File: src/sv/itp_pkg.sv
// Shared types, codes and helper functions for the infix to postfix converter.
`timescale 1ns / 1ps
`default_nettype none

package itp_pkg;

  // Sizing defaults
  localparam int ITP_STACK_DEPTH = 32;
  localparam int ITP_QUEUE_DEPTH = 4;

  // ASCII characters of interest
  localparam logic [7:0] CH_OPEN  = 8'h28;  // (
  localparam logic [7:0] CH_CLOSE = 8'h29;  // )
  localparam logic [7:0] CH_MUL   = 8'h2A;  // *
  localparam logic [7:0] CH_ADD   = 8'h2B;  // +
  localparam logic [7:0] CH_SUB   = 8'h2D;  // -
  localparam logic [7:0] CH_DIV   = 8'h2F;  // /
  localparam logic [7:0] CH_MOD   = 8'h25;  // %
  localparam logic [7:0] CH_POW   = 8'h5E;  // ^
  localparam logic [7:0] CH_NUL   = 8'h00;

  // Stacked operator codes
  typedef logic [2:0] op_code_t;
  localparam op_code_t OP_OPEN = 3'd0;
  localparam op_code_t OP_ADD  = 3'd1;
  localparam op_code_t OP_SUB  = 3'd2;
  localparam op_code_t OP_MUL  = 3'd3;
  localparam op_code_t OP_DIV  = 3'd4;
  localparam op_code_t OP_MOD  = 3'd5;
  localparam op_code_t OP_POW  = 3'd6;

  // Token classes
  typedef logic [2:0] tok_kind_t;
  localparam tok_kind_t KIND_OTHER = 3'd0;
  localparam tok_kind_t KIND_ALNUM = 3'd1;
  localparam tok_kind_t KIND_OPEN  = 3'd2;
  localparam tok_kind_t KIND_CLOSE = 3'd3;
  localparam tok_kind_t KIND_OPER  = 3'd4;

  // Expression status codes
  typedef logic [1:0] status_t;
  localparam status_t ERR_OK       = 2'd0;
  localparam status_t ERR_OPEN     = 2'd1;
  localparam status_t ERR_CLOSE    = 2'd2;
  localparam status_t ERR_OVERFLOW = 2'd3;

  // Classified input character
  typedef struct packed {
    tok_kind_t  kind;
    op_code_t   code;
    logic [7:0] ch;
    logic       last;
  } token_t;

  // Sort one character into its token class
  function automatic token_t classify(input logic [7:0] ch, input logic last);
    token_t t;
    t.kind = KIND_OTHER;
    t.code = OP_OPEN;
    t.ch   = ch;
    t.last = last;
    if ((ch >= 8'h30 && ch <= 8'h39) || (ch >= 8'h41 && ch <= 8'h5A) ||
        (ch >= 8'h61 && ch <= 8'h7A)) begin
      t.kind = KIND_ALNUM;
    end else begin
      case (ch)
        CH_OPEN:  t.kind = KIND_OPEN;
        CH_CLOSE: t.kind = KIND_CLOSE;
        CH_ADD: begin t.kind = KIND_OPER; t.code = OP_ADD; end
        CH_SUB: begin t.kind = KIND_OPER; t.code = OP_SUB; end
        CH_MUL: begin t.kind = KIND_OPER; t.code = OP_MUL; end
        CH_DIV: begin t.kind = KIND_OPER; t.code = OP_DIV; end
        CH_MOD: begin t.kind = KIND_OPER; t.code = OP_MOD; end
        CH_POW: begin t.kind = KIND_OPER; t.code = OP_POW; end
        default: t.kind = KIND_OTHER;
      endcase
    end
    return t;
  endfunction

  // Precedence rank; an open paren ranks below every operator
  function automatic logic [1:0] rank_of(input op_code_t code);
    logic [1:0] r;
    unique case (code)
      OP_POW:                 r = 2'd3;
      OP_MUL, OP_DIV, OP_MOD: r = 2'd2;
      OP_ADD, OP_SUB:         r = 2'd1;
      default:                r = 2'd0;
    endcase
    return r;
  endfunction

  // Character emitted for a popped code
  function automatic logic [7:0] code_char(input op_code_t code);
    logic [7:0] c;
    unique case (code)
      OP_OPEN: c = CH_OPEN;
      OP_ADD:  c = CH_ADD;
      OP_SUB:  c = CH_SUB;
      OP_MUL:  c = CH_MUL;
      OP_DIV:  c = CH_DIV;
      OP_MOD:  c = CH_MOD;
      OP_POW:  c = CH_POW;
      default: c = CH_NUL;
    endcase
    return c;
  endfunction

endpackage

`default_nettype wire

File: src/sv/itp_ifs.sv
// Valid/ready channel interfaces for the character input and the postfix output.
`timescale 1ns / 1ps
`default_nettype none

interface itp_in_if;
  logic       valid;
  logic       ready;
  logic [7:0] in_char;
  logic       is_last;

  modport source (output valid, output in_char, output is_last, input ready);
  modport sink   (input valid, input in_char, input is_last, output ready);
endinterface

interface itp_out_if;
  logic       valid;
  logic       ready;
  logic [7:0] out_char;
  logic       done_res;
  logic [1:0] status;

  modport source (output valid, output out_char, output done_res, output status,
                  input ready);
  modport sink   (input valid, input out_char, input done_res, input status,
                  output ready);
endinterface

`default_nettype wire

File: src/sv/itp_front.sv
// Front end: accepts input characters, classifies them and registers the token.
`timescale 1ns / 1ps
`default_nettype none

module itp_front
  import itp_pkg::*;
(
  input  wire logic   clk,
  input  wire logic   rst_n,
  itp_in_if.sink      in_if,
  output token_t      tok,
  output logic        tok_valid,
  input  wire logic   tok_ready
);

  logic   tok_valid_r, tok_valid_nxt;
  token_t tok_r, tok_nxt;
  token_t cls;
  logic   keep;

  // Classify the incoming character
  assign cls  = classify(in_if.in_char, in_if.is_last);
  // Drop ignorable characters unless they end the expression
  assign keep = (cls.kind != KIND_OTHER) || cls.last;

  assign in_if.ready = !tok_valid_r || tok_ready;
  assign tok         = tok_r;
  assign tok_valid   = tok_valid_r;

  // Load the token register on each accepted transaction
  always_comb begin
    tok_valid_nxt = tok_valid_r;
    tok_nxt       = tok_r;
    if (in_if.ready) begin
      tok_valid_nxt = in_if.valid && keep;
      tok_nxt       = cls;
    end
  end

  always_ff @(posedge clk) begin
    if (!rst_n) begin
      tok_valid_r <= 1'b0;
    end else begin
      tok_valid_r <= tok_valid_nxt;
    end
  end

  always_ff @(posedge clk) begin
    tok_r <= tok_nxt;
  end

endmodule

`default_nettype wire

File: src/sv/itp_queue.sv
// Short token queue between the front end and the stack engine.
`timescale 1ns / 1ps
`default_nettype none

module itp_queue
  import itp_pkg::*;
#(
  parameter int DEPTH = ITP_QUEUE_DEPTH
) (
  input  wire logic   clk,
  input  wire logic   rst_n,
  input  wire logic   push,
  input  wire token_t push_data,
  output logic        full,
  input  wire logic   pop,
  output token_t      pop_data,
  output logic        empty
);

  localparam int PW = (DEPTH > 1) ? $clog2(DEPTH) : 1;
  localparam int CW = $clog2(DEPTH + 1);

  token_t          slot_r [DEPTH];
  logic [PW-1:0]   wr_ptr_r, wr_ptr_nxt;
  logic [PW-1:0]   rd_ptr_r, rd_ptr_nxt;
  logic [CW-1:0]   fill_r, fill_nxt;

  assign full     = (fill_r == CW'(DEPTH));
  assign empty    = (fill_r == '0);
  assign pop_data = slot_r[rd_ptr_r];

  // Advance pointers and fill level
  always_comb begin
    wr_ptr_nxt = wr_ptr_r;
    rd_ptr_nxt = rd_ptr_r;
    fill_nxt   = fill_r;
    if (push) begin
      wr_ptr_nxt = (wr_ptr_r == PW'(DEPTH - 1)) ? '0 : wr_ptr_r + 1'b1;
    end
    if (pop) begin
      rd_ptr_nxt = (rd_ptr_r == PW'(DEPTH - 1)) ? '0 : rd_ptr_r + 1'b1;
    end
    if (push && !pop) begin
      fill_nxt = fill_r + 1'b1;
    end else if (pop && !push) begin
      fill_nxt = fill_r - 1'b1;
    end
  end

  always_ff @(posedge clk) begin
    if (!rst_n) begin
      wr_ptr_r <= '0;
      rd_ptr_r <= '0;
      fill_r   <= '0;
    end else begin
      wr_ptr_r <= wr_ptr_nxt;
      rd_ptr_r <= rd_ptr_nxt;
      fill_r   <= fill_nxt;
    end
  end

  // Store the pushed token
  always_ff @(posedge clk) begin
    if (push) begin
      slot_r[wr_ptr_r] <= push_data;
    end
  end

endmodule

`default_nettype wire

File: src/sv/itp_back.sv
// Stack engine: runs the operator stack and drives the registered output.
`timescale 1ns / 1ps
`default_nettype none

module itp_back
  import itp_pkg::*;
#(
  parameter int STACK_DEPTH = ITP_STACK_DEPTH
) (
  input  wire logic   clk,
  input  wire logic   rst_n,
  input  wire token_t head,
  input  wire logic   head_empty,
  output logic        head_pop,
  itp_out_if.source   out_if
);

  localparam int AW = (STACK_DEPTH > 1) ? $clog2(STACK_DEPTH) : 1;
  localparam int CW = $clog2(STACK_DEPTH + 1);

  localparam logic [1:0] S_IDLE  = 2'd0;
  localparam logic [1:0] S_CLOSE = 2'd1;
  localparam logic [1:0] S_OPER  = 2'd2;
  localparam logic [1:0] S_FLUSH = 2'd3;

  logic [1:0]    state_r, state_nxt;
  logic [CW-1:0] count_r, count_nxt;
  status_t       err_r, err_nxt;
  token_t        cur_r, cur_nxt;

  op_code_t      mem [STACK_DEPTH];
  op_code_t      rd_r;
  logic          we;
  logic [AW-1:0] wa;
  op_code_t      wd;
  logic [CW-1:0] ra_full;
  logic [AW-1:0] ra;

  logic          out_valid_r, out_valid_nxt;
  logic [7:0]    out_char_r, out_char_nxt;
  logic          out_done_r, out_done_nxt;
  status_t       out_status_r, out_status_nxt;

  logic          out_free;
  logic          has_top;
  logic          emit;
  logic [7:0]    emit_ch;
  logic          emit_done;
  status_t       emit_st;

  assign out_free = !out_valid_r || out_if.ready;
  assign has_top  = (count_r != '0);

  // Main sequencer
  always_comb begin
    state_nxt = state_r;
    count_nxt = count_r;
    err_nxt   = err_r;
    cur_nxt   = cur_r;
    head_pop  = 1'b0;
    we        = 1'b0;
    wa        = count_r[AW-1:0];
    wd        = OP_OPEN;
    emit      = 1'b0;
    emit_ch   = CH_NUL;
    emit_done = 1'b0;
    emit_st   = ERR_OK;

    unique case (state_r)
      S_IDLE: begin
        if (!head_empty) begin
          cur_nxt = head;
          case (head.kind)
            KIND_ALNUM: begin
              if (out_free) begin
                head_pop  = 1'b1;
                emit      = 1'b1;
                emit_ch   = head.ch;
                state_nxt = head.last ? S_FLUSH : S_IDLE;
              end
            end
            KIND_OPEN: begin
              head_pop = 1'b1;
              // push the paren, drop it when full
              if (count_r == CW'(STACK_DEPTH)) begin
                if (err_r == ERR_OK) err_nxt = ERR_OVERFLOW;
              end else begin
                we        = 1'b1;
                wd        = OP_OPEN;
                count_nxt = count_r + 1'b1;
              end
              state_nxt = head.last ? S_FLUSH : S_IDLE;
            end
            KIND_CLOSE: begin
              head_pop  = 1'b1;
              state_nxt = S_CLOSE;
            end
            KIND_OPER: begin
              head_pop  = 1'b1;
              state_nxt = S_OPER;
            end
            default: begin
              head_pop  = 1'b1;
              state_nxt = head.last ? S_FLUSH : S_IDLE;
            end
          endcase
        end
      end

      S_CLOSE: begin
        if (has_top && rd_r != OP_OPEN) begin
          // pop and emit operators above the matching paren
          if (out_free) begin
            emit      = 1'b1;
            emit_ch   = code_char(rd_r);
            count_nxt = count_r - 1'b1;
          end
        end else begin
          if (has_top) begin
            count_nxt = count_r - 1'b1;
          end else if (err_r == ERR_OK) begin
            err_nxt = ERR_CLOSE;
          end
          state_nxt = cur_r.last ? S_FLUSH : S_IDLE;
        end
      end

      S_OPER: begin
        if (has_top && rd_r != OP_OPEN && rank_of(rd_r) >= rank_of(cur_r.code)) begin
          if (out_free) begin
            emit      = 1'b1;
            emit_ch   = code_char(rd_r);
            count_nxt = count_r - 1'b1;
          end
        end else begin
          if (count_r == CW'(STACK_DEPTH)) begin
            if (err_r == ERR_OK) err_nxt = ERR_OVERFLOW;
          end else begin
            we        = 1'b1;
            wd        = cur_r.code;
            count_nxt = count_r + 1'b1;
          end
          state_nxt = cur_r.last ? S_FLUSH : S_IDLE;
        end
      end

      S_FLUSH: begin
        if (out_free) begin
          emit = 1'b1;
          if (has_top) begin
            // drain the stack, flag leftover parens
            emit_ch   = code_char(rd_r);
            count_nxt = count_r - 1'b1;
            if (rd_r == OP_OPEN && err_r == ERR_OK) err_nxt = ERR_OPEN;
          end else begin
            emit_ch   = CH_NUL;
            emit_done = 1'b1;
            emit_st   = err_r;
            err_nxt   = ERR_OK;
            count_nxt = '0;
            state_nxt = S_IDLE;
          end
        end
      end

      default: state_nxt = S_IDLE;
    endcase
  end

  // Read address tracks the top of stack after this cycle
  assign ra_full = count_nxt - 1'b1;
  assign ra      = ra_full[AW-1:0];

  // Stack memory with registered, write-first read
  always_ff @(posedge clk) begin
    if (we) begin
      mem[wa] <= wd;
    end
    if (we && (wa == ra)) begin
      rd_r <= wd;
    end else begin
      rd_r <= mem[ra];
    end
  end

  // Output register
  always_comb begin
    out_valid_nxt  = out_valid_r;
    out_char_nxt   = out_char_r;
    out_done_nxt   = out_done_r;
    out_status_nxt = out_status_r;
    if (emit) begin
      out_valid_nxt  = 1'b1;
      out_char_nxt   = emit_ch;
      out_done_nxt   = emit_done;
      out_status_nxt = emit_st;
    end else if (out_if.ready) begin
      out_valid_nxt = 1'b0;
    end
  end

  assign out_if.valid    = out_valid_r;
  assign out_if.out_char = out_char_r;
  assign out_if.done_res = out_done_r;
  assign out_if.status   = out_status_r;

  always_ff @(posedge clk) begin
    if (!rst_n) begin
      state_r     <= S_IDLE;
      count_r     <= '0;
      err_r       <= ERR_OK;
      out_valid_r <= 1'b0;
    end else begin
      state_r     <= state_nxt;
      count_r     <= count_nxt;
      err_r       <= err_nxt;
      out_valid_r <= out_valid_nxt;
    end
  end

  always_ff @(posedge clk) begin
    cur_r        <= cur_nxt;
    out_char_r   <= out_char_nxt;
    out_done_r   <= out_done_nxt;
    out_status_r <= out_status_nxt;
  end

endmodule

`default_nettype wire

File: src/sv/infix_to_postfix_converter.sv
// Top level: shunting-yard infix to postfix converter, front end, queue and stack engine.
// A letter or digit is registered in the front-end token register, a queue slot, then the output register.
// Throughput: the front end takes one character a cycle while the 4-entry queue has room;
// the engine emits each operator popped for an operator or close paren, and on the last
// character flushes each stack entry to the output, then emits the terminator.
// Reset: synchronous, clears control, stack count and error state; stack memory is not
// cleared, so there is no clearing pass and the block is ready the cycle after reset.
`timescale 1ns / 1ps
`default_nettype none

module infix_to_postfix_converter
  import itp_pkg::*;
#(
  parameter int STACK_DEPTH = ITP_STACK_DEPTH
) (
  input  wire logic clk,
  input  wire logic rst_n,
  itp_in_if.sink    in_if,
  itp_out_if.source out_if
);

  token_t f_tok;
  logic   f_valid;
  logic   q_full;
  logic   q_push;
  token_t q_head;
  logic   q_empty;
  logic   q_pop;

  assign q_push = f_valid && !q_full;

  // Classify characters
  itp_front u_front (
    .clk       (clk),
    .rst_n     (rst_n),
    .in_if     (in_if),
    .tok       (f_tok),
    .tok_valid (f_valid),
    .tok_ready (!q_full)
  );

  // Decouple front end from stack engine
  itp_queue #(
    .DEPTH (ITP_QUEUE_DEPTH)
  ) u_queue (
    .clk       (clk),
    .rst_n     (rst_n),
    .push      (q_push),
    .push_data (f_tok),
    .full      (q_full),
    .pop       (q_pop),
    .pop_data  (q_head),
    .empty     (q_empty)
  );

  // Run the operator stack
  itp_back #(
    .STACK_DEPTH (STACK_DEPTH)
  ) u_back (
    .clk        (clk),
    .rst_n      (rst_n),
    .head       (q_head),
    .head_empty (q_empty),
    .head_pop   (q_pop),
    .out_if     (out_if)
  );

`ifndef SYNTH
  // Never push into a full queue
  a_no_push_full: assert property (@(posedge clk) disable iff (!rst_n)
    q_push |-> !q_full) else $error("queue push while full");

  // Never pop an empty queue
  a_no_pop_empty: assert property (@(posedge clk) disable iff (!rst_n)
    q_pop |-> !q_empty) else $error("queue pop while empty");

  // Terminator carries a null character
  a_term_null: assert property (@(posedge clk) disable iff (!rst_n)
    (out_if.valid && out_if.done_res) |-> (out_if.out_char == CH_NUL))
    else $error("terminator with nonzero character");

  // Character results carry no status
  a_char_ok: assert property (@(posedge clk) disable iff (!rst_n)
    (out_if.valid && !out_if.done_res) |-> (out_if.status == ERR_OK))
    else $error("status on character result");
`endif

endmodule

`default_nettype wire

File: src/flat_wrapper.sv
// flat-port wrapper written by rule: the top's interface ports become plain ports
module infix_to_postfix_converter_flat import itp_pkg::*;
#(
  parameter int STACK_DEPTH = ITP_STACK_DEPTH
)
  (clk, rst_n, in_if_valid, in_if_in_char, in_if_is_last, in_if_ready, out_if_valid, out_if_out_char, out_if_done_res, out_if_status, out_if_ready);
  itp_in_if in_if_i ();
  itp_out_if out_if_i ();
  input  wire logic clk;
  input  wire logic rst_n;
  input wire logic [$bits(in_if_i.valid)-1:0] in_if_valid;
  input wire logic [$bits(in_if_i.in_char)-1:0] in_if_in_char;
  input wire logic [$bits(in_if_i.is_last)-1:0] in_if_is_last;
  output wire logic [$bits(in_if_i.ready)-1:0] in_if_ready;
  output wire logic [$bits(out_if_i.valid)-1:0] out_if_valid;
  output wire logic [$bits(out_if_i.out_char)-1:0] out_if_out_char;
  output wire logic [$bits(out_if_i.done_res)-1:0] out_if_done_res;
  output wire logic [$bits(out_if_i.status)-1:0] out_if_status;
  input wire logic [$bits(out_if_i.ready)-1:0] out_if_ready;
  assign in_if_i.valid = in_if_valid;
  assign in_if_i.in_char = in_if_in_char;
  assign in_if_i.is_last = in_if_is_last;
  assign in_if_ready = in_if_i.ready;
  assign out_if_valid = out_if_i.valid;
  assign out_if_out_char = out_if_i.out_char;
  assign out_if_done_res = out_if_i.done_res;
  assign out_if_status = out_if_i.status;
  assign out_if_i.ready = out_if_ready;
  infix_to_postfix_converter #(.STACK_DEPTH(STACK_DEPTH)) u_core (.clk(clk), .rst_n(rst_n), .in_if(in_if_i), .out_if(out_if_i));
endmodule
File: config.mk
export PLATFORM = sky130hd
export DESIGN_NAME = infix_to_postfix_converter_flat
export DESIGN_NICKNAME = d
export VERILOG_FILES = /design/src/sv/itp_pkg.sv /design/src/sv/itp_ifs.sv /design/src/sv/itp_front.sv /design/src/sv/itp_queue.sv /design/src/sv/itp_back.sv /design/src/sv/infix_to_postfix_converter.sv /design/src/flat_wrapper.sv
export SDC_FILE = /design/constraint.sdc
export NUM_CORES = 1
export LEC_CHECK = 0
export BUFFER_PORTS_ARGS = -buffer_cell sky130_fd_sc_hd__buf_4
export CAP_MARGIN = 20
export CORE_UTILIZATION = 55
export DETAILED_ROUTE_END_ITERATION = 6
export HOLD_SLACK_MARGIN = 0.03
export MAX_ROUTING_LAYER = met4
export PLACE_DENSITY = 0.78
export SYNTH_ARGS = -nofsm -noshare
export SYNTH_HDL_FRONTEND = slang
export SYNTH_SLANG_ARGS = --single-unit
export TNS_END_PERCENT = 1
File: constraint.sdc
create_clock -name clk -period 4.7 [get_ports clk]
set_input_delay 0.47 -clock clk [delete_from_list [all_inputs] [get_ports clk]]
set_output_delay 0.47 -clock clk [all_outputs]
set_load 0.05 [all_outputs]
* Word level (Yosys, flattened, before mapping)
Memories as Yosys holds them, arrays and structs flattened. A register that Yosys moved wholly into a read port is not among the register bits.
Index checks and enable logic that the tools add are counted.
** Word-level totals
- Flip-flop bits (word level) :: 49
- RAM bits :: 156
- Output and inout port bits :: 13
- Input bits :: 13
- Memories kept :: 2
** Cells by class
- Order comparisons :: 7
- Eq/ne operators :: 41
- Add/subtract/negate cells :: 7
- Muxes and demuxes :: 79
- Bitwise logic cells :: 3
- Reductions and logical operators :: 39
** Memory list
- u_core.u_back.mem :: depth 32, width 3, read ports 1, clocked after memory_dff 1, wr ports 1, RTL line itp_back.sv:31 : op_code_t mem [STACK_DEPTH];
- u_core.u_queue.slot_r :: depth 4, width 15, read ports 1, clocked after memory_dff 1, wr ports 1, RTL line itp_queue.sv:23 : token_t slot_r [DEPTH];
** Operators by type and width (count)
- $eq A8 B6 Y1 const B :: 7
- $mux W6 :: 9
- $mux W2 :: 25
- $pmux W7 S7 :: 1
- $mux W8 :: 5
- $pmux W8 S4 :: 1
- $eq A3 B3 Y1 const B :: 8
- $pmux W6 S4 :: 1
- $mux W7 :: 3
- $mux W1 :: 19
- $eq A3 B2 Y1 const B :: 6
- $mux W3 :: 6
- $pmux W2 S3 :: 3
- $pmux W3 S6 :: 1
- $ge A8 B7 Y1 const B :: 2
- $le A8 B7 Y1 const B :: 2
- $pmux W2 S4 :: 2
- $ne A2 B2 Y1 const B :: 7
- $logic_and A1 B1 Y1 :: 10
- $eq A3 B1 Y1 const B :: 3
- $pmux W3 S3 :: 1
- $reduce_or A3 Y1 :: 3
- $eq A2 B2 Y1 const B :: 4
- $eq A8 B7 Y1 const B :: 1
- 28 further kinds :: 46

* Depth between registers and ports, before layout
Gate-level depths: netlist of run 1.
- Depth after elaboration :: 10
- Mapped depth :: 18
- Depth with buffers taken out :: 16

* Cells and area by module
From an unflattened synthesis of run 1, not the netlist that was laid out.
** Second synthesis, totals
- Cells, all modules :: 650
- Area, all modules :: 9527.9 um^2
** Modules (own cells, without submodules)
- itp_back :: cells each 470, seq. area each 3653.5 um^2, times used 1, area each 6150.9 um^2
- itp_queue :: cells each 122, seq. area each 1981.9 um^2, times used 1, area each 2652.5 um^2
- itp_front :: cells each 56, seq. area each 470.5 um^2, times used 1, area each 714.4 um^2
- infix_to_postfix_converter :: cells each 2, seq. area each 0.0 um^2, times used 1, area each 10.0 um^2

* Worst setup path before layout of run 1
OpenSTA, ideal clock, no wires.
- Path kind :: register to register
- Start point :: register (tool-made name)
- End point :: register u_core.u_back.out_done_r, in the netlist u_core.u_back.out_if.done_res, enable pin
- Cell stages (with the launch flop) :: 14
- Slack :: 0.419 ns
- Clock period less this slack :: 4.281 ns
- Arrival :: 3.882 ns
- Buffers on the path :: 2
- Cells stage by stage :: dfxtp_1 > buf_6 > buf_12 > mux4_1 > mux4_2 > mux2i_4 > nand2_4 > mux2_2 > ha_1 > nand2b_1 > a21oi_1 > nand2_1 > a41oi_1 > o31ai_1
** RTL lines
- end signal, assigned :: RTL line itp_back.sv:224 : out_done_r <= out_done_nxt;
- end, declared :: RTL line itp_back.sv:41 : logic out_done_r, out_done_nxt;

==> reports/metrics.csv, run 1 <==
stage;metric;value;unit
critical_path;crit_path_top_delay_cell;mux4_1;
logic_synthesis;synth_common_cells;edfxtp_1 (186), nor2_1 (65), nand2_1 (38), mux4_2 (32), a21oi_1 (27);
critical_path;startpoint_type;flop;
critical_path;crit_type;reg2reg;
logic_synthesis;synth.top_cell.area_share;57.8;%
logic_synthesis;synth-compound-area-share;6.87;%
logic_synthesis;ys_seq_area_share;63.2;%
place;dp_hpwl;13.1;mm
drt;wl_per_cell;20.8;um
cells_and_area;nFillCells;1212;
drt;firstDrtPassIters;6;
sta;fin_ws;0.194;ns
critical_path;crit_arrival;4.90;ns
critical_path;end_kind;flop;
power_and_ir_drop;vdd_drop_max;376;uV
floorplanning;rows;48;
sta;hold_viol;0;
critical_path;path_cells;buf_12 > mux4_1 > mux4_2 > mux2i_4 > nand2_4 > mux2_2 > ha_1 > nand2b_1 > a21o_1 > nand2_1 > nand2b_1 > and3_1 > a221o_1 > o221ai_1 > ha_1 > nand3b_1 > xnor2_1;
floorplanning;die_y;135;um
logic_synthesis;synth.most_common_cell;edfxtp_1;
sta;rsz0062_at_grt;true;
cts;clk_path_buf_depth;3;
drt;vias;5589;
critical_path;critPathMaxFanout;24;
drt;initialDrtViolationCount;490;
power_and_ir_drop;p_switching;0.00260;W
floorplanning;start_util;56.0;%
global_route;grt_pass1_wl;30.6;mm
floorplanning;die_w;135;um
place;globalplace.congestion;0.891;
cts;htree_levels;1;
logic_synthesis;syn_area;0.00966;sq mm
global_route;grt_usage;22.9;%
cts;cts_tree;built;
floorplanning;core_area;0.0172;sq mm
sta;clock.fmax;222;MHz
sta;slew_violations;0;
logic_synthesis;synth-seq-cells;212;
floorplanning;die-area;0.0181;sq mm
sta;tns;0;ns
power_and_ir_drop;comb_power_share;40.6;%
global_route;busiest_layer;met2;
drt;finalWirelength;19.4;mm
floorplanning;io_pins;26;
logic_synthesis;synth.mux.area_fraction;12.7;%
power_and_ir_drop;pwr_density_cell;664;mW/mm^2
place;numPortBuffers;25;
cts;cts_buffers;23;
cts;clkLatencyLatePin;0.50;ns
global_route;grt-ovfl-total;0;
power_and_ir_drop;leakage;3.72;nW
global_route;grt_max_degree;33;
sta;slew_headroom;37.1;%
logic_synthesis;synth_top_family_by_area;multiplexers;
cells_and_area;syn_to_final_growth;11.8;%
flow_run;cap_viol_max_count;0;
drt;vias_per_cell;6.02;
logic_synthesis;avgSynthCellArea;14.8;sq um
logic_synthesis;synth_warnings;0;
cts;clk_pin_slew;0.06;ns
power_and_ir_drop;p_sw_share;36.3;%
cts;post_cts_buffers;0;
sta;fin_hold_ws;0.173;ns
global_route;grt_use_met1;27.4;%
logic_synthesis;yosys.area.top_type;edfxtp_1;
logic_synthesis;synth_nets;688;
global_route;grt_pass1_vias;5668;
global_route;use_met3;3.23;%
drt;ant_nets;0;
sta;finalCritPeriodShare;95.9;%
cts;clock-root-buffer;clkbuf_16;
logic_synthesis;synth_xor_area_share;1.36;%
sta;fin_crit;4.51;ns
logic_synthesis;synthAdderAreaFrac;2.80;%
logic_synthesis;ys_types;77;
drt;drc;0;
logic_synthesis;synth-simple-area-share;10.1;%
cells_and_area;n_antenna_cell;0;
power_and_ir_drop;sequentialPowerShare;35.5;%
logic_synthesis;ys.flop_type;edfxtp_1;
logic_synthesis;synthCells;654;
run_status;status;completed;
cells_and_area;fin_nets;722;
logic_synthesis;synth_edf_count;186;
logic_synthesis;ys_async_sr_fraction;0;%
sta;setup_viol;0;
hold_path;hold_class;in2reg;
global_route;met2_usage;40.2;%
cells_and_area;layout-drive-gt1-share;20.0;%
sta;fin_skew;0.0240;ns
cells_and_area;finish.utilization;62.6;%
power_and_ir_drop;p_int;0.00457;W
logic_synthesis;synthTopCellsByArea;edfxtp_1 (58%), mux4_2 (7.5%), dfxtp_1 (5.4%);
place;dpl_worst_slack;0.167;ns
cts;cts.sinks;212;
power_and_ir_drop;p_clk_share;23.8;%
critical_path;required;5.09;ns
global_route;grt_antenna_before_repair;0;
sta;tightest_slew;0.943;ns
critical_path;max_stage_delay;0.64;ns
==> worst max-delay path, delay by kind of cell (launching register included) <==
| family | cells | cell delay [ns] |
|---|---|---|
| XOR/XNOR | 1 | 0.14 |
| buffers and inverters | 1 | 0.21 |
| AND/OR/NAND/NOR | 6 | 0.81 |
| flip-flops | 1 | 0.35 |
| multiplexers | 4 | 1.67 |
| adder cells (fa/ha/maj) | 2 | 0.53 |
| AO/OA/AOI/OAI | 3 | 0.67 |
==> stage by stage <==
step	cell area, sq um	total power, W	cells
after global routing	10800	0.00753	929
after floorplan	9660	0.00476	654
after CTS	10800	0.00716	929
final	10800	0.00717	929
after global placement	10100	0.00538	888
after detailed placement	10100	0.00545	888
==> cell usage in the layout (no fill, tap or decap), types with 7 or more instances in the layout <==
cell,n
mux4_1,11
a21oi_1,27
buf_4,39
mux2i_1,8
nand2_1,34
mux2_2,7
dfxtp_1,26
nor2b_1,9
and2_1,11
clkbuf_16,23
mux4_2,32
nor3_1,14
nand2b_1,10
o21ai_0,16
nand3_1,11
edfxtp_1,186
nor2_1,62
xnor2_1,9
ha_1,20
inv_1,20
==> registers in the layout, summed over array words and instances, names as in the netlist, 2 cells and up, named ones only <==
signal,cells
u_core.u_back.cur_r,4
u_core.u_back.mem,96
u_core.u_back.state_r,2
u_core.u_queue.fill_r,3
u_core.u_front.tok,15
u_core.u_queue.wr_ptr_r,2
u_core.u_queue.slot_r,60
u_core.u_queue.rd_ptr_r,2
u_core.u_back.count_r,6
u_core.u_back.out_if.status,2
u_core.u_back.err_r,2
u_core.u_back.out_if.out_char,8
==> cell families (layout without fill, tap and decap cells) <==
family          Yosys count  count (layout)
xor+xnor                 15              15
mux                      61              61
compound gates           98              98
buf+inv                  52             102
simple gates            195             195
flops                   212             212
fa+ha+maj                21              21
==> path summary, 6_finish.rpt <==
check / from / end / slack [ns] / depth (start not counted)
setup / recovery: flop / flop / 0.19 / 17
hold / removal: in_if_is_last / u_core.u_front.tok[0] / 0.17 / 1
hold reg to reg: u_core.u_front.tok[14] / u_core.u_queue.slot_r[3][14] / 0.50 / 0
setup reg to reg: flop / flop / 0.19 / 17
==> power by group through the flow <==
stage | registers [W] | logic, W | clock network (W)
floorplan | 0.00261 | 0.00215 | 0
global placement | 0.00258 | 0.00280 | 0
detailed placement | 0.00259 | 0.00286 | 0
CTS | 0.00255 | 0.00289 | 0.00172
global route | 0.00258 | 0.00315 | 0.00180
finish | 0.00255 | 0.00291 | 0.00171
==> metal layers <==
layer  vias up  wire length (um)  share of wire (%)
met5         -                 0                  0
met4         0               533                2.8
met3        41               791                4.1
met2       169             10200                 53
met1      2796              7830                 40
li1       2583                 -                  -
==> what timing repair did <==
item                       4_1_cts  5_1_grt
hold buffers                     0        0
resized for setup                0        8
setup endpoints to repair        0       94
==> cell type report <==
type	count	area [sq um]	share of cell area [%]
Tap cell	225	282	2.61
Clock buffer	26	587	5.44
Multi-Input combinational cell	390	3290	30.5
Sequential cell	212	6110	56.6
Timing Repair Buffer	40	313	2.90
Inverter	21	78.8	0.730
Clock inverter	15	133	1.23
Note: power is estimated with default switching activity, not from simulation.
==> run 2: changes to the inputs <==
--- a/config.mk
+++ b/config.mk
@@ -11,7 +11,7 @@
 export DETAILED_ROUTE_END_ITERATION = 6
 export HOLD_SLACK_MARGIN = 0.03
 export MAX_ROUTING_LAYER = met4
-export PLACE_DENSITY = 0.78
+export PLACE_DENSITY = 0.8
 export SYNTH_ARGS = -nofsm -noshare
 export SYNTH_HDL_FRONTEND = slang
 export SYNTH_SLANG_ARGS = --single-unit
==> constraint.sdc (replaced) <==
create_clock -name clk -period 3.7 [get_ports clk]
set_input_delay 0.37 -clock clk [delete_from_list [all_inputs] [get_ports clk]]
set_output_delay 0.37 -clock clk [all_outputs]
set_load 0.05 [all_outputs]
==> reports/metrics.csv, run 2 (synthesis gave the netlist of run 1 again) <==
stage;metric;value;unit;change
critical_path;cpLargestDelayFamily;multiplexers;;unchanged
place;globalplace.congestion;0.875;;was 0.891
critical_path;path_buf_inv;1;;unchanged
floorplanning;die_y;135;um;unchanged
global_route;grt_pass1_wl;34.0;mm;was 30.6 mm
drt;wl_per_cell;22.4;um;was 20.8 um
drt;route.met2.wl;11.9;mm;was 10.2 mm
power_and_ir_drop;leakage;3.99;nW;was 3.72 nW
place;dp_hpwl;14.1;mm;was 13.1 mm
global_route;grt_usage;26.2;%;was 22.9%
drt;highest_layer;met4;;unchanged
drt;vias_per_cell;6.06;;was 6.02
critical_path;reg2reg_depth;17;;unchanged
floorplanning;io_pins;26;;unchanged
global_route;grt-ovfl-total;0;;unchanged
sta;fin_ws;-0.306;ns;was 0.194 ns
cells_and_area;layout-drive-gt1-share;31.0;%;was 20.0%
critical_path;crit_top_cell;mux4_2;;
sta;setup_viol;219;;was 0
sta;fin_crit;4.01;ns;was 4.51 ns
place;placed_cells;934;;was 888
cells_and_area;finish.utilization;67.0;%;was 62.6%
drt;wl_met3;1.35;mm;was 791 um
floorplanning;die_w;135;um;unchanged
drt;m1WireLength;7.78;mm;was 7.83 mm
critical_path;critPathMaxFanout;7;;was 24
critical_path;required;4.10;ns;was 5.09 ns
sta;rsz0062_at_grt;true;;unchanged
critical_path;r2r_setup_slack;-0.31;ns;was 0.19 ns
cts;htree_levels;1;;unchanged
cells_and_area;final_common_cell;edfxtp_1;;unchanged
floorplanning;die-area;0.0181;sq mm;unchanged
floorplanning;core_area;0.0172;sq mm;unchanged
floorplanning;start_util;56.0;%;unchanged
critical_path;crit_type;reg2reg;;unchanged
cells_and_area;final_cell_mix;edfxtp_1 (186), buf_4 (77), mux4_2 (43);;was edfxtp_1 (186), nor2_1 (62), buf_4 (39)
critical_path;path_cells;buf_8 > mux4_2 > mux4_2 > mux2i_4 > nand2_4 > mux2_4 > ha_4 > nand2b_4 > a21o_1 > nand2_2 > nand2b_1 > and3_1 > a221o_1 > o221ai_2 > ha_2 > nand3b_1 > xnor2_1;;was buf_12 > mux4_1 > mux4_2 > mux2i_4 > nand2_4 > mux2_2 > ha_1 > nand2b_1 > a21o_1 > nand2_1 > nand2b_1 > and3_1 > a221o_1 > o221ai_1 > ha_1 > nand3b_1 > xnor2_1
cells_and_area;largest_register_ffs;96;;unchanged
power_and_ir_drop;vdd_drop_max;470;uV;was 376 uV
global_route;grt_antenna_before_repair;0;;unchanged
critical_path;startpoint_type;flop;;unchanged
drt;ant_nets;0;;unchanged
hold_path;whs_path_depth;1;;unchanged
critical_path;crit_arrival;4.40;ns;was 4.90 ns
cells_and_area;top_register;u_core.u_back.mem;;unchanged
critical_path;end_kind;flop;;unchanged
hold_path;hold_start;in_if_is_last;;unchanged
flow_run;cap_viol_max_count;0;;unchanged
sta;hold_viol;0;;unchanged
sta;slew_headroom;46.4;%;was 37.1%
sta;slew_violations;0;;unchanged
place;dpl_worst_slack;-0.273;ns;was 0.167 ns
drt;vias;5936;;was 5,589
global_route;grt_max_degree;33;;unchanged
hold_path;hold_class;in2reg;;unchanged
sta;finalCritPeriodShare;108;%;was 95.9%
cells_and_area;layout.cells.non_filler;980;;was 929
place;numPortBuffers;25;;unchanged
critical_path;max_stage_delay;0.54;ns;was 0.64 ns
sta;fin_hold_ws;0.0576;ns;was 0.173 ns
cts;clkLatencyLatePin;0.50;ns;about the same
cts;cts_tree;built;;unchanged
cells_and_area;nFillCells;1095;;was 1,212
global_route;grt_pass1_vias;6130;;was 5,668
cts;clock-root-buffer;clkbuf_16;;unchanged
sta;clock.fmax;250;MHz;was 222 MHz
drt;initialDrtViolationCount;513;;was 490
cts;cts.sinks;212;;unchanged
hold_path;hold_end;u_core.u_front.tok[0];;unchanged
cells_and_area;syn_to_final_growth;19.5;%;was 11.8%
sta;tightest_slew;0.802;ns;was 0.943 ns
sta;fin_skew;0.00906;ns;was 0.0240 ns
cts;cts_buffers;22;;was 23
cts;clk_path_buf_depth;3;;unchanged
run_status;violations;setup timing;;
drt;finalWirelength;21.9;mm;was 19.4 mm
cells_and_area;fin_nets;773;;was 722
run_status;status;complete, but fails checks;;was completed
cts;holdBufCountCts;0;;unchanged
drt;drc;0;;unchanged
cells_and_area;n_antenna_cell;0;;unchanged
power_and_ir_drop;pwr_density_cell;890;mW/mm^2;was 664 mW/mm^2
floorplanning;rows;48;;unchanged
cts;clk_pin_slew;0.06;ns;about the same
drt;firstDrtPassIters;5;;was 6
critical_path;crit_path_top_delay_cell;mux4_2;;was mux4_1
run 2: worst max path at each step:
stage	endpoint	from	cells past startpoint	slack [ns]
CTS	flop	flop	17	-0.27
finish	flop	flop	17	-0.31
detailed placement	flop	flop	17	-0.27
floorplan	flop	flop	18	-0.31
global route	flop	flop	17	-0.44
global placement	flop	flop	17	-0.20
run 2: repair_timing:
action,4_1_cts,5_1_grt
gates resized for setup,71,8
gates cloned,1,0
buffers inserted,5,0
pin swaps,11,5
setup endpoints to repair,220,221
run 2: area by class of cell:
cell class                 count  area [sq um]  area share [%]
sequential                   212          6110            52.9
multi-input combinational    390          3540            30.6
timing repair buffer          92           837            7.25
clock buffer                  31           606            5.25
tap                          225           282            2.44
clock inverter                 9          93.8           0.813
inverter                      21          78.8           0.683
run 2: routing by layer:
metal / vias to the layer above / track usage, %
li1: 2680 / -
met1: 2919 / 28.9
met2: 268 / 46.5
met3: 69 / 4.54
met4: 0 / 11.4
met5: - / -
run 2: power breakdown:
group | switching [W] | internal, W | leakage, nW | total, W
clock network | 0.000859 | 0.00128 | 0.338 | 0.00214
logic | 0.00269 | 0.00226 | 1.69 | 0.00495
registers | 0.000189 | 0.00300 | 1.96 | 0.00319
total | 0.00374 | 0.00654 | 3.99 | 0.0103
run 2: metrics by stage:
stage | TNS, ns | power (W) | area (sq um)
3_3_place_gp | -10.72 | 0.00756 | 10500
2_1_floorplan | -12.24 | 0.00621 | 9690
5_1_grt | -48.83 | 0.0107 | 11500
6_report | -21.55 | 0.0103 | 11500
3_5_place_dp | -24.33 | 0.00771 | 10500
4_1_cts | -7.97 | 0.0102 | 11500
==> run 3: changes to the inputs <==
--- a/config.mk
+++ b/config.mk
@@ -9,9 +9,11 @@
 export CAP_MARGIN = 20
 export CORE_UTILIZATION = 55
 export DETAILED_ROUTE_END_ITERATION = 6
+export GPL_TIMING_DRIVEN = 0
 export HOLD_SLACK_MARGIN = 0.03
 export MAX_ROUTING_LAYER = met4
 export PLACE_DENSITY = 0.8
+export SKIP_CTS_REPAIR_TIMING = 1
 export SYNTH_ARGS = -nofsm -noshare
 export SYNTH_HDL_FRONTEND = slang
 export SYNTH_SLANG_ARGS = --single-unit
==> reports/metrics.csv, run 3 (synthesis gave the netlist of run 1 again) <==
stage;metric;value;unit;change
critical_path;required;4.09;ns;was 4.10 ns
floorplanning;core_area;0.0172;sq mm;unchanged
cells_and_area;multiInputGateArea;0.00352;sq mm;was 0.00354 sq mm
cells_and_area;layout.cells.non_filler;958;;was 980
hold_path;hold_end;u_core.u_front.tok[0];;unchanged
hold_path;hold_class;in2reg;;unchanged
sta;slew_headroom;42.5;%;was 46.4%
power_and_ir_drop;vdd_drop_max;456;uV;was 470 uV
drt;wl_per_cell;21.6;um;was 22.4 um
sta;clock.fmax;234;MHz;was 250 MHz
global_route;grt_pass1_vias;5811;;was 6,130
cells_and_area;final_cell_mix;edfxtp_1 (186), mux4_2 (40), buf_4 (38);;was edfxtp_1 (186), buf_4 (77), mux4_2 (43)
sta;setup_viol;206;;was 219
global_route;grt_antenna_before_repair;0;;unchanged
sta;slew_violations;0;;unchanged
cells_and_area;finalInstanceArea;0.0113;sq mm;was 0.0115 sq mm
floorplanning;die_w;135;um;unchanged
drt;ant_nets;0;;unchanged
place;globalplace.congestion;0.899;;was 0.875
critical_path;crit_arrival;4.65;ns;was 4.40 ns
power_and_ir_drop;pwr_density_cell;897;mW/mm^2;was 890 mW/mm^2
sta;hold_viol;0;;unchanged
cts;cts_tree;built;;unchanged
power_and_ir_drop;power.total;0.0101;W;was 0.0103 W
hold_path;whs_path_depth;1;;unchanged
drt;firstDrtPassIters;5;;unchanged
critical_path;startpoint_type;flop;;unchanged
critical_path;critPathMaxFanout;8;;was 7
power_and_ir_drop;p_clk_share;21.2;%;was 20.8%
place;dp_hpwl;13.7;mm;was 14.1 mm
flow_run;cap_viol_max_count;0;;unchanged
cells_and_area;layout-drive-gt1-share;28.8;%;was 31.0%
cells_and_area;finish.utilization;65.5;%;was 67.0%
cts;clkLatencyLatePin;0.50;ns;about the same
cts;htree_levels;1;;unchanged
place;placed_cells;904;;was 934
sta;rsz0062_at_grt;true;;unchanged
power_and_ir_drop;p_sw_share;36.8;%;was 36.4%
critical_path;reg2reg_depth;18;;was 17
drt;drc;0;;unchanged
floorplanning;start_util;56.0;%;unchanged
global_route;grt_pass1_wl;31.1;mm;was 34.0 mm
drt;initialDrtViolationCount;442;;was 513
floorplanning;io_pins;26;;unchanged
critical_path;end_kind;flop;;unchanged
floorplanning;die-area;0.0181;sq mm;unchanged
floorplanning;die_y;135;um;unchanged
cells_and_area;syn_to_final_growth;16.9;%;was 19.5%
cells_and_area;fin_nets;755;;was 773
cells_and_area;n_antenna_cell;0;;unchanged
hold_path;hold_start;in_if_is_last;;unchanged
global_route;grt_usage;23.4;%;was 26.2%
power_and_ir_drop;sequentialPowerShare;31.4;%;was 31.0%
drt;finalWirelength;20.7;mm;was 21.9 mm
critical_path;crit_type;reg2reg;;unchanged
cts;clk_pin_slew;0.06;ns;about the same
cells_and_area;nFillCells;1139;;was 1,095
global_route;grt_max_degree;33;;unchanged
cells_and_area;seq_area;0.00611;sq mm;about the same
cells_and_area;largest_register_ffs;96;;unchanged
run_status;violations;setup timing;;unchanged
sta;fin_ws;-0.568;ns;was -0.306 ns
sta;fin_skew;0.00644;ns;was 0.00906 ns
cts;cts.sinks;212;;unchanged
sta;tightest_slew;0.861;ns;was 0.802 ns
sta;finalCritPeriodShare;115;%;was 108%
sta;fin_crit;4.27;ns;was 4.01 ns
place;numPortBuffers;25;;unchanged
place;placed_area;0.0102;sq mm;was 0.0105 sq mm
global_route;grt-ovfl-total;0;;unchanged
drt;vias_per_cell;6.05;;was 6.06
floorplanning;rows;48;;unchanged
power_and_ir_drop;comb_power_share;47.4;%;was 48.2%
run_status;status;complete, but fails checks;;unchanged
power_and_ir_drop;leakage;3.86;nW;was 3.99 nW
cells_and_area;top_register;u_core.u_back.mem;;unchanged
drt;vias;5796;;was 5,936
cts;clk_path_buf_depth;3;;unchanged
sta;fin_hold_ws;0.0586;ns;was 0.0576 ns
cells_and_area;final_common_cell;edfxtp_1;;unchanged
cts;clock-root-buffer;clkbuf_16;;unchanged
power_and_ir_drop;p_int;0.00640;W;was 0.00654 W
cts;cts_buffers;21;;was 22
power_and_ir_drop;p_switching;0.00373;W;was 0.00374 W
critical_path;r2r_setup_slack;-0.57;ns;was -0.31 ns
## run 3: per-layer routing
metal / vias up / share of wire [%] / track usage (%)
met5: - / 0 / -
met4: 0 / 3.1 / 8.74
met3: 54 / 5.4 / 3.19
met2: 232 / 53 / 40.9
met1: 2858 / 38 / 27.6
li1: 2652 / - / -
## run 3: layout make-up
type | instances | area share [%]
repair buffers | 43 | 3.43
multi-input cells | 392 | 31.2
clock buffers | 27 | 5.12
flip-flops and latches | 212 | 54.1
plain buffers | 30 | 1.90
inverters | 21 | 0.699
well taps | 225 | 2.49
clock inverters | 8 | 1.02
## run 3: per-stage QoR
step | TNS (ns) | setup slack (ns)
after global routing | -90.23 | -0.678
after floorplan | -12.24 | -0.314
final | -57.06 | -0.568
after CTS | -217.19 | -1.10
after detailed placement | -213.43 | -1.08
after global placement | -186.00 | -0.942
## run 3: power groups by stage
stage	registers [W]	logic [W]	clock network [W]
CTS	0.00316	0.00403	0.00217
global route	0.00320	0.00512	0.00226
finish	0.00318	0.00480	0.00215
global placement	0.00319	0.00389	0
floorplan	0.00331	0.00290	0
detailed placement	0.00320	0.00400	0
## run 3: worst max path at each step
stage               startpoint                       end  cells after the start
finish                    flop                      flop                     18
global route              flop                      flop                     18
CTS                       flop  u_core.u_back.mem[23][1]                     12
detailed placement        flop  u_core.u_back.mem[25][2]                     12
global placement          flop                      flop                     18
floorplan                 flop                      flop                     18
## run 3: critical path, stage by stage (launching register included)
cell      delay (ns)
dfxtp_2         0.34
buf_12          0.14
buf_12          0.14
mux4_2          0.53
mux4_2          0.52
mux2i_4         0.27
nand2_4         0.08
mux2_4          0.28
ha_4            0.21
nand2b_4        0.15
a21o_1          0.22
nand2_4         0.11
nand2b_4        0.07
and3_4          0.17
a221o_1         0.38
o221ai_4        0.10
ha_4            0.18
nand3b_1        0.10
xnor2_1         0.14
